===== src/rtl/rv32i_instruction_decoder_core_defines.svh =====
// Assertion macros shared by the instruction decoder RTL
`ifndef RV32I_INSTRUCTION_DECODER_CORE_DEFINES_SVH
`define RV32I_INSTRUCTION_DECODER_CORE_DEFINES_SVH

// Same-cycle implication, checked outside reset
`define RVDEC_ASSERT_SAME(label, ante, cons) \
	label: assert property (@(posedge clk) disable iff (!arst_n) (ante) |-> (cons)) \
		else $error("rvdec same-cycle check failed");

// Next-cycle implication, checked outside reset
`define RVDEC_ASSERT_NEXT(label, ante, cons) \
	label: assert property (@(posedge clk) disable iff (!arst_n) (ante) |=> (cons)) \
		else $error("rvdec next-cycle check failed");

`endif


===== src/rtl/rvdec_pkg.sv =====
// Package with opcode constants, instruction identifiers and decode tables
`default_nettype none

package rvdec_pkg;

	// Major opcodes
	localparam logic [6:0] OP_LOAD     = 7'h03;
	localparam logic [6:0] OP_MISC_MEM = 7'h0f;
	localparam logic [6:0] OP_IMM      = 7'h13;
	localparam logic [6:0] OP_AUIPC    = 7'h17;
	localparam logic [6:0] OP_STORE    = 7'h23;
	localparam logic [6:0] OP_REG      = 7'h33;
	localparam logic [6:0] OP_LUI      = 7'h37;
	localparam logic [6:0] OP_BRANCH   = 7'h63;
	localparam logic [6:0] OP_JALR     = 7'h67;
	localparam logic [6:0] OP_JAL      = 7'h6f;
	localparam logic [6:0] OP_SYSTEM   = 7'h73;

	// funct3 selectors that need a second look
	localparam logic [2:0] F3_ADD_SUB     = 3'd0;
	localparam logic [2:0] F3_SHIFT_RIGHT = 3'd5;
	localparam logic [2:0] F3_PRIV        = 3'd0;
	localparam logic [2:0] F3_FENCE       = 3'd0;
	localparam logic [2:0] F3_FENCE_I     = 3'd1;

	// funct7 selectors
	localparam logic [6:0] F7_BASE = 7'h00;
	localparam logic [6:0] F7_ALT  = 7'h20;

	// Privileged immediates
	localparam logic [11:0] IMM_ECALL  = 12'd0;
	localparam logic [11:0] IMM_EBREAK = 12'd1;

	// Instruction identifiers, zero is the fault code
	typedef enum logic [5:0] {
		ID_FAULT, ID_LB, ID_LH, ID_LW, ID_LBU, ID_LHU, ID_FENCE, ID_FENCE_I,
		ID_ADDI, ID_SLLI, ID_SLTI, ID_SLTIU, ID_XORI, ID_SRLI, ID_SRAI, ID_ORI,
		ID_ANDI, ID_AUIPC, ID_SB, ID_SH, ID_SW, ID_ADD, ID_SUB, ID_SLL,
		ID_SLT, ID_SLTU, ID_XOR, ID_SRL, ID_SRA, ID_OR, ID_AND, ID_LUI,
		ID_BEQ, ID_BNE, ID_BLT, ID_BGE, ID_BLTU, ID_BGEU, ID_JALR, ID_JAL,
		ID_ECALL, ID_EBREAK, ID_CSRRW, ID_CSRRS, ID_CSRRC, ID_CSRRWI,
		ID_CSRRSI, ID_CSRRCI
	} instr_id_t;

	// funct3-indexed lookup tables per opcode
	localparam instr_id_t LOAD_TBL [8] = '{
		ID_LB, ID_LH, ID_LW, ID_FAULT, ID_LBU, ID_LHU, ID_FAULT, ID_FAULT
	};
	localparam instr_id_t IMM_TBL [8] = '{
		ID_ADDI, ID_SLLI, ID_SLTI, ID_SLTIU, ID_XORI, ID_FAULT, ID_ORI, ID_ANDI
	};
	localparam instr_id_t STORE_TBL [8] = '{
		ID_SB, ID_SH, ID_SW, ID_FAULT, ID_FAULT, ID_FAULT, ID_FAULT, ID_FAULT
	};
	localparam instr_id_t REG_TBL [8] = '{
		ID_FAULT, ID_SLL, ID_SLT, ID_SLTU, ID_XOR, ID_FAULT, ID_OR, ID_AND
	};
	localparam instr_id_t BRANCH_TBL [8] = '{
		ID_BEQ, ID_BNE, ID_FAULT, ID_FAULT, ID_BLT, ID_BGE, ID_BLTU, ID_BGEU
	};
	localparam instr_id_t SYSTEM_TBL [8] = '{
		ID_FAULT, ID_CSRRW, ID_CSRRS, ID_CSRRC, ID_FAULT, ID_CSRRWI, ID_CSRRSI,
		ID_CSRRCI
	};

	// Decoded result of one instruction
	typedef struct packed {
		logic [6:0]  opcode_field;
		logic [4:0]  dest_reg;
		logic [2:0]  func3_field;
		logic [4:0]  src1_reg;
		logic [4:0]  src2_reg;
		logic [6:0]  func7_field;
		logic [19:0] upper_field;
		instr_id_t   instr_id;
		logic        fault_flag;
	} dec_result_t;

endpackage

`default_nettype wire


===== src/rtl/rv32i_instruction_decoder_core.sv =====
// Top level of the RV32I instruction decoder: input register, decode, result register
//
// Decodes one 32-bit RV32I instruction word per transaction into its fixed fields,
// a format-dependent upper field and an instruction identifier (0 = fault).
// One instruction is accepted every cycle while in_stall is low; its result reaches
// the outputs through the input register and then the result register, and the
// throughput is one per cycle as long as out_stall stays low. in_stall rises only
// when both registers hold a transaction and the output side is stalling. No
// configuration, no state beyond the two pipeline registers, no clearing after reset.
`default_nettype none

`include "rv32i_instruction_decoder_core_defines.svh"

module rv32i_instruction_decoder_core (
	input  wire logic        clk,
	input  wire logic        arst_n,
	input  wire logic        in_valid,
	output logic             in_stall,
	input  wire logic [31:0] instruction_word,
	output logic             out_valid,
	input  wire logic        out_stall,
	output logic [6:0]       opcode_field,
	output logic [4:0]       dest_reg,
	output logic [2:0]       func3_field,
	output logic [4:0]       src1_reg,
	output logic [4:0]       src2_reg,
	output logic [6:0]       func7_field,
	output logic [19:0]      upper_field,
	output logic [5:0]       instr_id,
	output logic             fault_flag
);

	logic                   valid_s1;
	logic [31:0]            word_s1;
	logic                   valid_s2;
	rvdec_pkg::dec_result_t res_s2;
	rvdec_pkg::dec_result_t dec;
	logic                   adv_s1;
	logic                   adv_s2;

	logic [6:0]             op;
	logic [2:0]             f3;
	logic [11:0]            i12;
	logic [6:0]             f7;
	rvdec_pkg::instr_id_t   id;
	logic [19:0]            upper;
	logic                   op_known;

	// Advance each stage when its downstream slot is free or draining
	assign adv_s2   = !valid_s2 || !out_stall;
	assign adv_s1   = !valid_s1 || adv_s2;
	assign in_stall = !adv_s1;

	// Capture the incoming instruction
	always_ff @(posedge clk or negedge arst_n) begin
		if (!arst_n) begin
			valid_s1 <= 1'b0;
		end else if (adv_s1) begin
			valid_s1 <= in_valid;
		end
	end

	always_ff @(posedge clk) begin
		if (adv_s1 && in_valid) begin
			word_s1 <= instruction_word;
		end
	end

	// Split the fixed fields
	assign op  = word_s1[6:0];
	assign f3  = word_s1[14:12];
	assign i12 = word_s1[31:20];
	assign f7  = word_s1[31:25];

	// Decode the instruction identifier and select the upper field by format
	always_comb begin
		upper = word_s1[31:12];
		id    = rvdec_pkg::ID_FAULT;
		unique case (op)
			rvdec_pkg::OP_LOAD: begin
				upper = {8'd0, i12};
				id    = rvdec_pkg::LOAD_TBL[f3];
			end
			rvdec_pkg::OP_MISC_MEM: begin
				upper = {8'd0, i12};
				if (f3 == rvdec_pkg::F3_FENCE) begin
					id = rvdec_pkg::ID_FENCE;
				end else if (f3 == rvdec_pkg::F3_FENCE_I) begin
					id = rvdec_pkg::ID_FENCE_I;
				end
			end
			rvdec_pkg::OP_IMM: begin
				if (f3 == rvdec_pkg::F3_SHIFT_RIGHT) begin
					upper = {13'd0, f7};
					if (f7 == rvdec_pkg::F7_BASE) begin
						id = rvdec_pkg::ID_SRLI;
					end else if (f7 == rvdec_pkg::F7_ALT) begin
						id = rvdec_pkg::ID_SRAI;
					end
				end else begin
					upper = {8'd0, i12};
					id    = rvdec_pkg::IMM_TBL[f3];
				end
			end
			rvdec_pkg::OP_AUIPC: begin
				id = rvdec_pkg::ID_AUIPC;
			end
			rvdec_pkg::OP_STORE: begin
				upper = {13'd0, f7};
				id    = rvdec_pkg::STORE_TBL[f3];
			end
			rvdec_pkg::OP_REG: begin
				upper = {13'd0, f7};
				if (f3 == rvdec_pkg::F3_ADD_SUB) begin
					if (f7 == rvdec_pkg::F7_BASE) begin
						id = rvdec_pkg::ID_ADD;
					end else if (f7 == rvdec_pkg::F7_ALT) begin
						id = rvdec_pkg::ID_SUB;
					end
				end else if (f3 == rvdec_pkg::F3_SHIFT_RIGHT) begin
					if (f7 == rvdec_pkg::F7_BASE) begin
						id = rvdec_pkg::ID_SRL;
					end else if (f7 == rvdec_pkg::F7_ALT) begin
						id = rvdec_pkg::ID_SRA;
					end
				end else begin
					id = rvdec_pkg::REG_TBL[f3];
				end
			end
			rvdec_pkg::OP_LUI: begin
				id = rvdec_pkg::ID_LUI;
			end
			rvdec_pkg::OP_BRANCH: begin
				upper = {13'd0, f7};
				id    = rvdec_pkg::BRANCH_TBL[f3];
			end
			rvdec_pkg::OP_JALR: begin
				id = rvdec_pkg::ID_JALR;
			end
			rvdec_pkg::OP_JAL: begin
				id = rvdec_pkg::ID_JAL;
			end
			rvdec_pkg::OP_SYSTEM: begin
				upper = {8'd0, i12};
				if (f3 == rvdec_pkg::F3_PRIV) begin
					if (i12 == rvdec_pkg::IMM_ECALL) begin
						id = rvdec_pkg::ID_ECALL;
					end else if (i12 == rvdec_pkg::IMM_EBREAK) begin
						id = rvdec_pkg::ID_EBREAK;
					end
				end else begin
					id = rvdec_pkg::SYSTEM_TBL[f3];
				end
			end
			default: begin
				id = rvdec_pkg::ID_FAULT;
			end
		endcase
	end

	// Assemble the result
	always_comb begin
		dec.opcode_field = op;
		dec.dest_reg     = word_s1[11:7];
		dec.func3_field  = f3;
		dec.src1_reg     = word_s1[19:15];
		dec.src2_reg     = word_s1[24:20];
		dec.func7_field  = f7;
		dec.upper_field  = upper;
		dec.instr_id     = id;
		dec.fault_flag   = (id == rvdec_pkg::ID_FAULT);
	end

	// Hold the result until the output transaction completes
	always_ff @(posedge clk or negedge arst_n) begin
		if (!arst_n) begin
			valid_s2 <= 1'b0;
		end else if (adv_s2) begin
			valid_s2 <= valid_s1;
		end
	end

	always_ff @(posedge clk) begin
		if (adv_s2 && valid_s1) begin
			res_s2 <= dec;
		end
	end

	// Drive the output ports
	assign out_valid    = valid_s2;
	assign opcode_field = res_s2.opcode_field;
	assign dest_reg     = res_s2.dest_reg;
	assign func3_field  = res_s2.func3_field;
	assign src1_reg     = res_s2.src1_reg;
	assign src2_reg     = res_s2.src2_reg;
	assign func7_field  = res_s2.func7_field;
	assign upper_field  = res_s2.upper_field;
	assign instr_id     = res_s2.instr_id;
	assign fault_flag   = res_s2.fault_flag;

	// Recognize the major opcodes on the output side
	assign op_known = (opcode_field == rvdec_pkg::OP_LOAD) ||
		(opcode_field == rvdec_pkg::OP_MISC_MEM) ||
		(opcode_field == rvdec_pkg::OP_IMM) ||
		(opcode_field == rvdec_pkg::OP_AUIPC) ||
		(opcode_field == rvdec_pkg::OP_STORE) ||
		(opcode_field == rvdec_pkg::OP_REG) ||
		(opcode_field == rvdec_pkg::OP_LUI) ||
		(opcode_field == rvdec_pkg::OP_BRANCH) ||
		(opcode_field == rvdec_pkg::OP_JALR) ||
		(opcode_field == rvdec_pkg::OP_JAL) ||
		(opcode_field == rvdec_pkg::OP_SYSTEM);

	// Fault flag agrees with the identifier
	`RVDEC_ASSERT_SAME(a_fault_matches_id, out_valid, fault_flag == (instr_id == rvdec_pkg::ID_FAULT))

	// Unknown opcodes always decode as a fault
	`RVDEC_ASSERT_SAME(a_unknown_op_faults, out_valid && !op_known, fault_flag)

	// Input backpressure only when both stages are full and the output stalls
	`RVDEC_ASSERT_SAME(a_stall_only_when_full, in_stall, valid_s1 && valid_s2 && out_stall)

	// A decoded instruction reaches the result register when it is free
	`RVDEC_ASSERT_NEXT(a_s1_moves_on, valid_s1 && !(valid_s2 && out_stall), out_valid)

endmodule

`default_nettype wire

===== config.mk =====
export PLATFORM = sky130hd
export DESIGN_NAME = rv32i_instruction_decoder_core
export DESIGN_NICKNAME = d
export VERILOG_FILES = /design/src/rtl/rvdec_pkg.sv /design/src/rtl/rv32i_instruction_decoder_core.sv
export VERILOG_INCLUDE_DIRS = /design/src /design/src/rtl
export SDC_FILE = /design/constraint.sdc
export NUM_CORES = 1
export LEC_CHECK = 0
export BUFFER_PORTS_ARGS = -buffer_cell sky130_fd_sc_hd__buf_4
export CORE_AREA = 8 8 98 100
export DETAILED_ROUTE_END_ITERATION = 10
export DIE_AREA = 0 0 106 108
export PLACE_DENSITY_LB_ADDON = 0.15
export SYNTH_ARGS = -nofsm -noshare
export SYNTH_HDL_FRONTEND = slang
export SYNTH_SLANG_ARGS = --single-unit

===== constraint.sdc =====
create_clock -name clk -period 6.5 [get_ports clk]
set_input_delay 0.65 -clock clk [delete_from_list [all_inputs] [get_ports clk]]
set_output_delay 0.65 -clock clk [all_outputs]
set_load 0.1 [all_outputs]

## Word level (Yosys, flattened, before mapping)

Memories as Yosys holds them, arrays and structs flattened.
Cells that the tools add are included.

| operators by class | value |
|---|---|
| multiplexer cells | 29 |
| divide/modulo/power cells | 0 |
| bitwise gates (word level) | 1 |
| add/subtract/negate cells | 0 |
| reductions and logical operators | 14 |
| eq/ne operators | 15 |
| $lt $le $gt $ge | 1 |
| multipliers | 0 |
| shift-type cells | 0 |

Operator list:

| kind | count |
|---|---|
| $mux 6 | 18 |
| $pmux 6 s11 | 1 |
| $pmux 20 s3 | 1 |
| $eq 7x6->1 const B | 4 |
| $eq 7x7->1 const B | 4 |
| $mux 5 | 4 |
| $eq 7x5->1 const B | 2 |
| $eq 12x1->1 const B | 1 |
| $logic_not 12->1 | 1 |
| $mux 12 | 1 |
| $mux 4 | 2 |
| $eq 7x2->1 const B | 1 |
| $eq 7x4->1 const B | 1 |
| $logic_not 7->1 | 1 |
| $logic_not 6->1 | 1 |
| $mux 3 | 2 |
| $reduce_or 3->1 | 2 |
| $ge 4x4->1 const B | 1 |
| $logic_not 1->1 | 4 |
| $not 3->4 | 1 |
| $eq 3x1->1 const B | 1 |
| $eq 3x3->1 const B | 1 |
| $logic_not 3->1 | 1 |
| $logic_and 1x1->1 | 2 |
| $logic_or 1x1->1 | 2 |

| word-level totals | value |
|---|---|
| logic and storage cells | 78 |
| memories | 6 |
| input port bits | 36 |
| flip-flop bits (word level) | 93 |
| latch bits | 0 |
| output and inout bits | 61 |
| RAM bits | 0 |
| bits in read-only memories | 288 |

Memory list:

| memory | words | width | read ports | clocked after memory_dff | write ports | line | source |
|---|---|---|---|---|---|---|---|
| (no name shown) | 8 | 6 | 1 | 0 | 0 | rv32i_instruction_decoder_core.sv:152 | `id = rvdec_pkg::SYSTEM_TBL[f3];` |
| (no name shown) | 8 | 6 | 1 | 0 | 0 | rv32i_instruction_decoder_core.sv:135 | `id = rvdec_pkg::BRANCH_TBL[f3];` |
| (no name shown) | 8 | 6 | 1 | 0 | 0 | rv32i_instruction_decoder_core.sv:127 | `id = rvdec_pkg::REG_TBL[f3];` |
| (no name shown) | 8 | 6 | 1 | 0 | 0 | rv32i_instruction_decoder_core.sv:110 | `id = rvdec_pkg::STORE_TBL[f3];` |
| (no name shown) | 8 | 6 | 1 | 0 | 0 | rv32i_instruction_decoder_core.sv:102 | `id = rvdec_pkg::IMM_TBL[f3];` |
| (no name shown) | 8 | 6 | 1 | 0 | 0 | rv32i_instruction_decoder_core.sv:82 | `id = rvdec_pkg::LOAD_TBL[f3];` |

## Depth between registers and ports, before layout

| logic depth | value |
|---|---|
| word-level depth | 8 |
| mapped depth | 10 |
| gate-level depth less buffers | 8 |

## Worst setup path after synthesis

No wires, ideal clock.

| path | value |
|---|---|
| path type | reg-to-reg |
| from | register valid_s2 (netlist: out_valid) |
| to | register res_s2, in the netlist dest_reg[0] (enable) |
| arrival | 5215 ps |
| buffers on the path | 0 |
| clock period less this slack | 5781 ps |
| cell stages (with the launch flop) | 2 |
| slack | 719 ps |
| data required time | 5934 ps |
| library setup time | 566 ps |
| path through | dfrtp_1 > a21boi_0 |

| on the way | value |
|---|---|
| word-level cells in the longest chain between the ends | 3 |

Ends and longest elaborated chain:

| element | line | source |
|---|---|---|
| start: declaration | rv32i_instruction_decoder_core.sv:35 | `logic valid_s2;` |
| start signal: assignment | rv32i_instruction_decoder_core.sv:179 | `valid_s2 <= valid_s1;` |
| $logic_not 1->1 | rv32i_instruction_decoder_core.sv:50 | `assign adv_s2 = !valid_s2 \|\| !out_stall;` |
| $logic_or 1x1->1 | rv32i_instruction_decoder_core.sv:50 |  |
| $logic_and 1x1->1 | rv32i_instruction_decoder_core.sv:184 | `if (adv_s2 && valid_s1) begin` |
| end signal: assignment | rv32i_instruction_decoder_core.sv:185 | `res_s2 <= dec;` |
| end: declaration | rv32i_instruction_decoder_core.sv:36 | `rvdec_pkg::dec_result_t res_s2;` |

No other way between the ends.
A chain may end at the register's enable or synchronous reset.

==> flow_summary.yaml <==
route:
  ant_nets: 0
  top_layer_used: "met4"
  post_drt_wl_per_cell_microns: 19.39
  num_vias: 2646
  wl_met1_microns: 3813
  totalWireLength_microns: 9075
  met3WireLength_microns: 721
  drt_iter0_drc: 212
  drc_errors: 0
  wl_met2_microns: 4357
  viasPerCell: 5.654
  dr.pass1.iters: 5
clock_tree:
  root_buffer: "clkbuf_8"
  ctsResizeCount: 0
  ctsHoldBuffers: 0
  post_cts_buffers: 0
  clockBufferDepth: 2
  cts.sinks: 93
  clkSlewWorstSetupHoldPaths_ps: 90
  htreeDepth: 3
  cts_tree: "done"
  cts-buffers-inserted: 9
  insertion_delay_ps: 350
power_and_ir_drop:
  powerDensity_nw_per_um2: 298.1
  p_seq_frac: 0.508
  p_sw_frac: 0.3414
  ir_drop_uv: 180.0
  internal-power_uw: 963.2
  leakagePower_uw: 0.001893
  power_frac_comb: 0.231
  p_clk_frac: 0.260
  p_sw_uw: 499.2
setup_path:
  r2r_slack_ps: 3370
  reg2reg_depth: 8
  timing.rr.start: "word_s1[13]"
  crit_chain: "inv_1 > ha_1 > inv_1 > o311ai_2 > a221oi_1 > or4_4 > or3_1 > nor4_2"
  crit_family: "simple AND/OR/NAND/NOR gates"
  critPathMostFrequentCell: "inv_1"
  worst_r2r_endpoint: "fault_flag"
  start_kind: "flop"
  worst-setup-path-type: "flop to flop"
  cp_slowest_stage_delay_ps: 600
  crit_slowest_cell: "edfxtp_1"
  crit_required_ps: 6680
  setup.worst_path.end_class: "flop"
  crit_arrival_ps: 3300
  crit_buf_inv: 2
  cp_max_fo: 13
global_route:
  grt_pass1_wl_microns: 14030
  antenna_found_initial: 0
  overflow: 0
  grt_pass1_vias: 2659
  grt_max_degree: 60
  grt_usage: 0.1576
die:
  num_rows: 33
  fp.dieH_microns: 108
  fp.dieW_microns: 106
  design.core.area_sq_um: 8051
  die-area_sq_um: 11450
  io_pins: 97
  initial_core_util: 0.4783
timing:
  setup_violations: 0
  hold_viol_final: 0
  tightestPinTransition_ps: 1033
  fin_crit_sh: 0.4810
  fmax_mhz: 319.8
  period_minus_slack_ps: 3127
  fin_ws_ps: 3373
  slew_headroom: 0.3114
  tns_ps: 0
  grt_setup_unrepaired: "no"
  finalMaxSlewViolations: 0
  skew_ps: 8.037
final_layout:
  final_common_cell: "buf_4"
  syn2layout_area_growth_pct: 27.39
  top_register: "word_s1"
  final_area_sq_um: 4906
  layout_common_cells: "buf_4 (101), edfxtp_1 (91), inv_1 (15), nand3_1 (10), a21oi_1 (10)"
  fin_util: 0.6093
  nets: 401
  largest_reg_flops: 32
  drive_above_1_share: 0.3499
  antenna_cells: 0
yosys:
  yosys.cell_types.count: 52
  synth_top_flop_cell: "edfxtp_1"
  async_reset_ff_frac: 0.02151
  ys_warn_count: 0
  syn_nets: 300
  syn_inst: 257
  synth_edf_count: 91
  ys_ff_latch: 93
  yosysSeqAreaShare: 0.7225
  netlist_area_sq_um: 3851
  avgSynthCellArea_sq_um: 14.99
placement:
  pre_cts_ws_ps: 3418
  port_buffers: 96
  gp_congestion: 0.8590
  dp_hpwl_microns: 6355
  dpl_cell_area_sq_um: 4710
status:
  status: "completed"
hold_path:
  min_path_type: "primary input to async pin"
run:
  drv_cap: 0
## stage by stage
stage,instances,power [uW],hold WS [ps]
after CTS,468,1474,57.75
after floorplan,257,1014,354.4
final,468,1462,69.95
after global routing,468,1513,48.16
after detailed placement,452,1097,412.6
after global placement,452,1096,401.3
## power groups by stage
stage / logic, uW / registers (uW) / clock network (uW)
after floorplan: 59.0 / 955 / 0
after global placement: 341 / 756 / 0
after detailed placement: 340 / 757 / 0
after CTS: 340 / 744 / 390
after global routing: 351 / 748 / 414
final: 338 / 743 / 381
## how the worst max path moves through the flow
stage,cells past startpoint,start,slack (ps),to
final,8,word_s1[13],3370,fault_flag
after CTS,8,word_s1[13],3380,fault_flag
after detailed placement,8,word_s1[13],3420,fault_flag
after global placement,8,word_s1[13],3490,fault_flag
after floorplan,1,out_valid,720,dest_reg[0]
after global routing,8,word_s1[13],3130,fault_flag
## cell families (layout without fill, tap and decap cells)
family	count (synthesis)	after routing	synth area share
AOI/OAI and AO/OA	53	53	0.1040
adders and majority gates	7	7	0.02274
buffers and inverters	27	133	0.02696
DFF	93	93	0.7225
muxes	2	2	0.005523
and+or+nand+nor	75	75	0.1183
## synthesized netlist by cell type (2+ instances only)
master,number,area (sq um)
a211oi_1,2,15.01
a21o_1,3,22.52
a21oi_1,10,50.05
a221oi_1,4,35.03
a222oi_1,7,70.07
a22o_1,4,35.03
a22oi_1,2,15.01
a31oi_1,3,18.77
and2_1,10,62.56
and4_1,2,17.52
buf_2,2,10.01
clkbuf_1,8,30.03
dfrtp_1,2,50.05
edfxtp_1,91,2733
ha_1,7,87.58
inv_1,15,56.30
nand2_1,7,26.28
nand2b_1,2,12.51
nand3_1,10,50.05
nand4_1,6,37.54
nand4b_1,4,35.03
nor2_1,9,33.78
nor3_1,5,25.02
nor4_1,4,25.02
o21ai_0,5,25.02
o22ai_1,3,18.77
or2_2,3,18.77
or3_1,3,18.77
## per-layer routing
layer	global-route usage	vias up
met3	0.05116	16
met2	0.2534	125
met1	0.1938	1285
met4	0.06332	0
met5	0	-
li1	-	1220
## area by class of cell
type / instances / area, sq um
Clock inverter: 7 / 72.57
Clock buffer: 9 / 123.9
Inverter: 16 / 60.06
Timing Repair Buffer: 101 / 758.2
Tap cell: 105 / 131.4
Multi-Input combinational cell: 137 / 977.2
Fill cell: 651 / 3146
Sequential cell: 93 / 2783
Power figures use the tool's default switching activity.
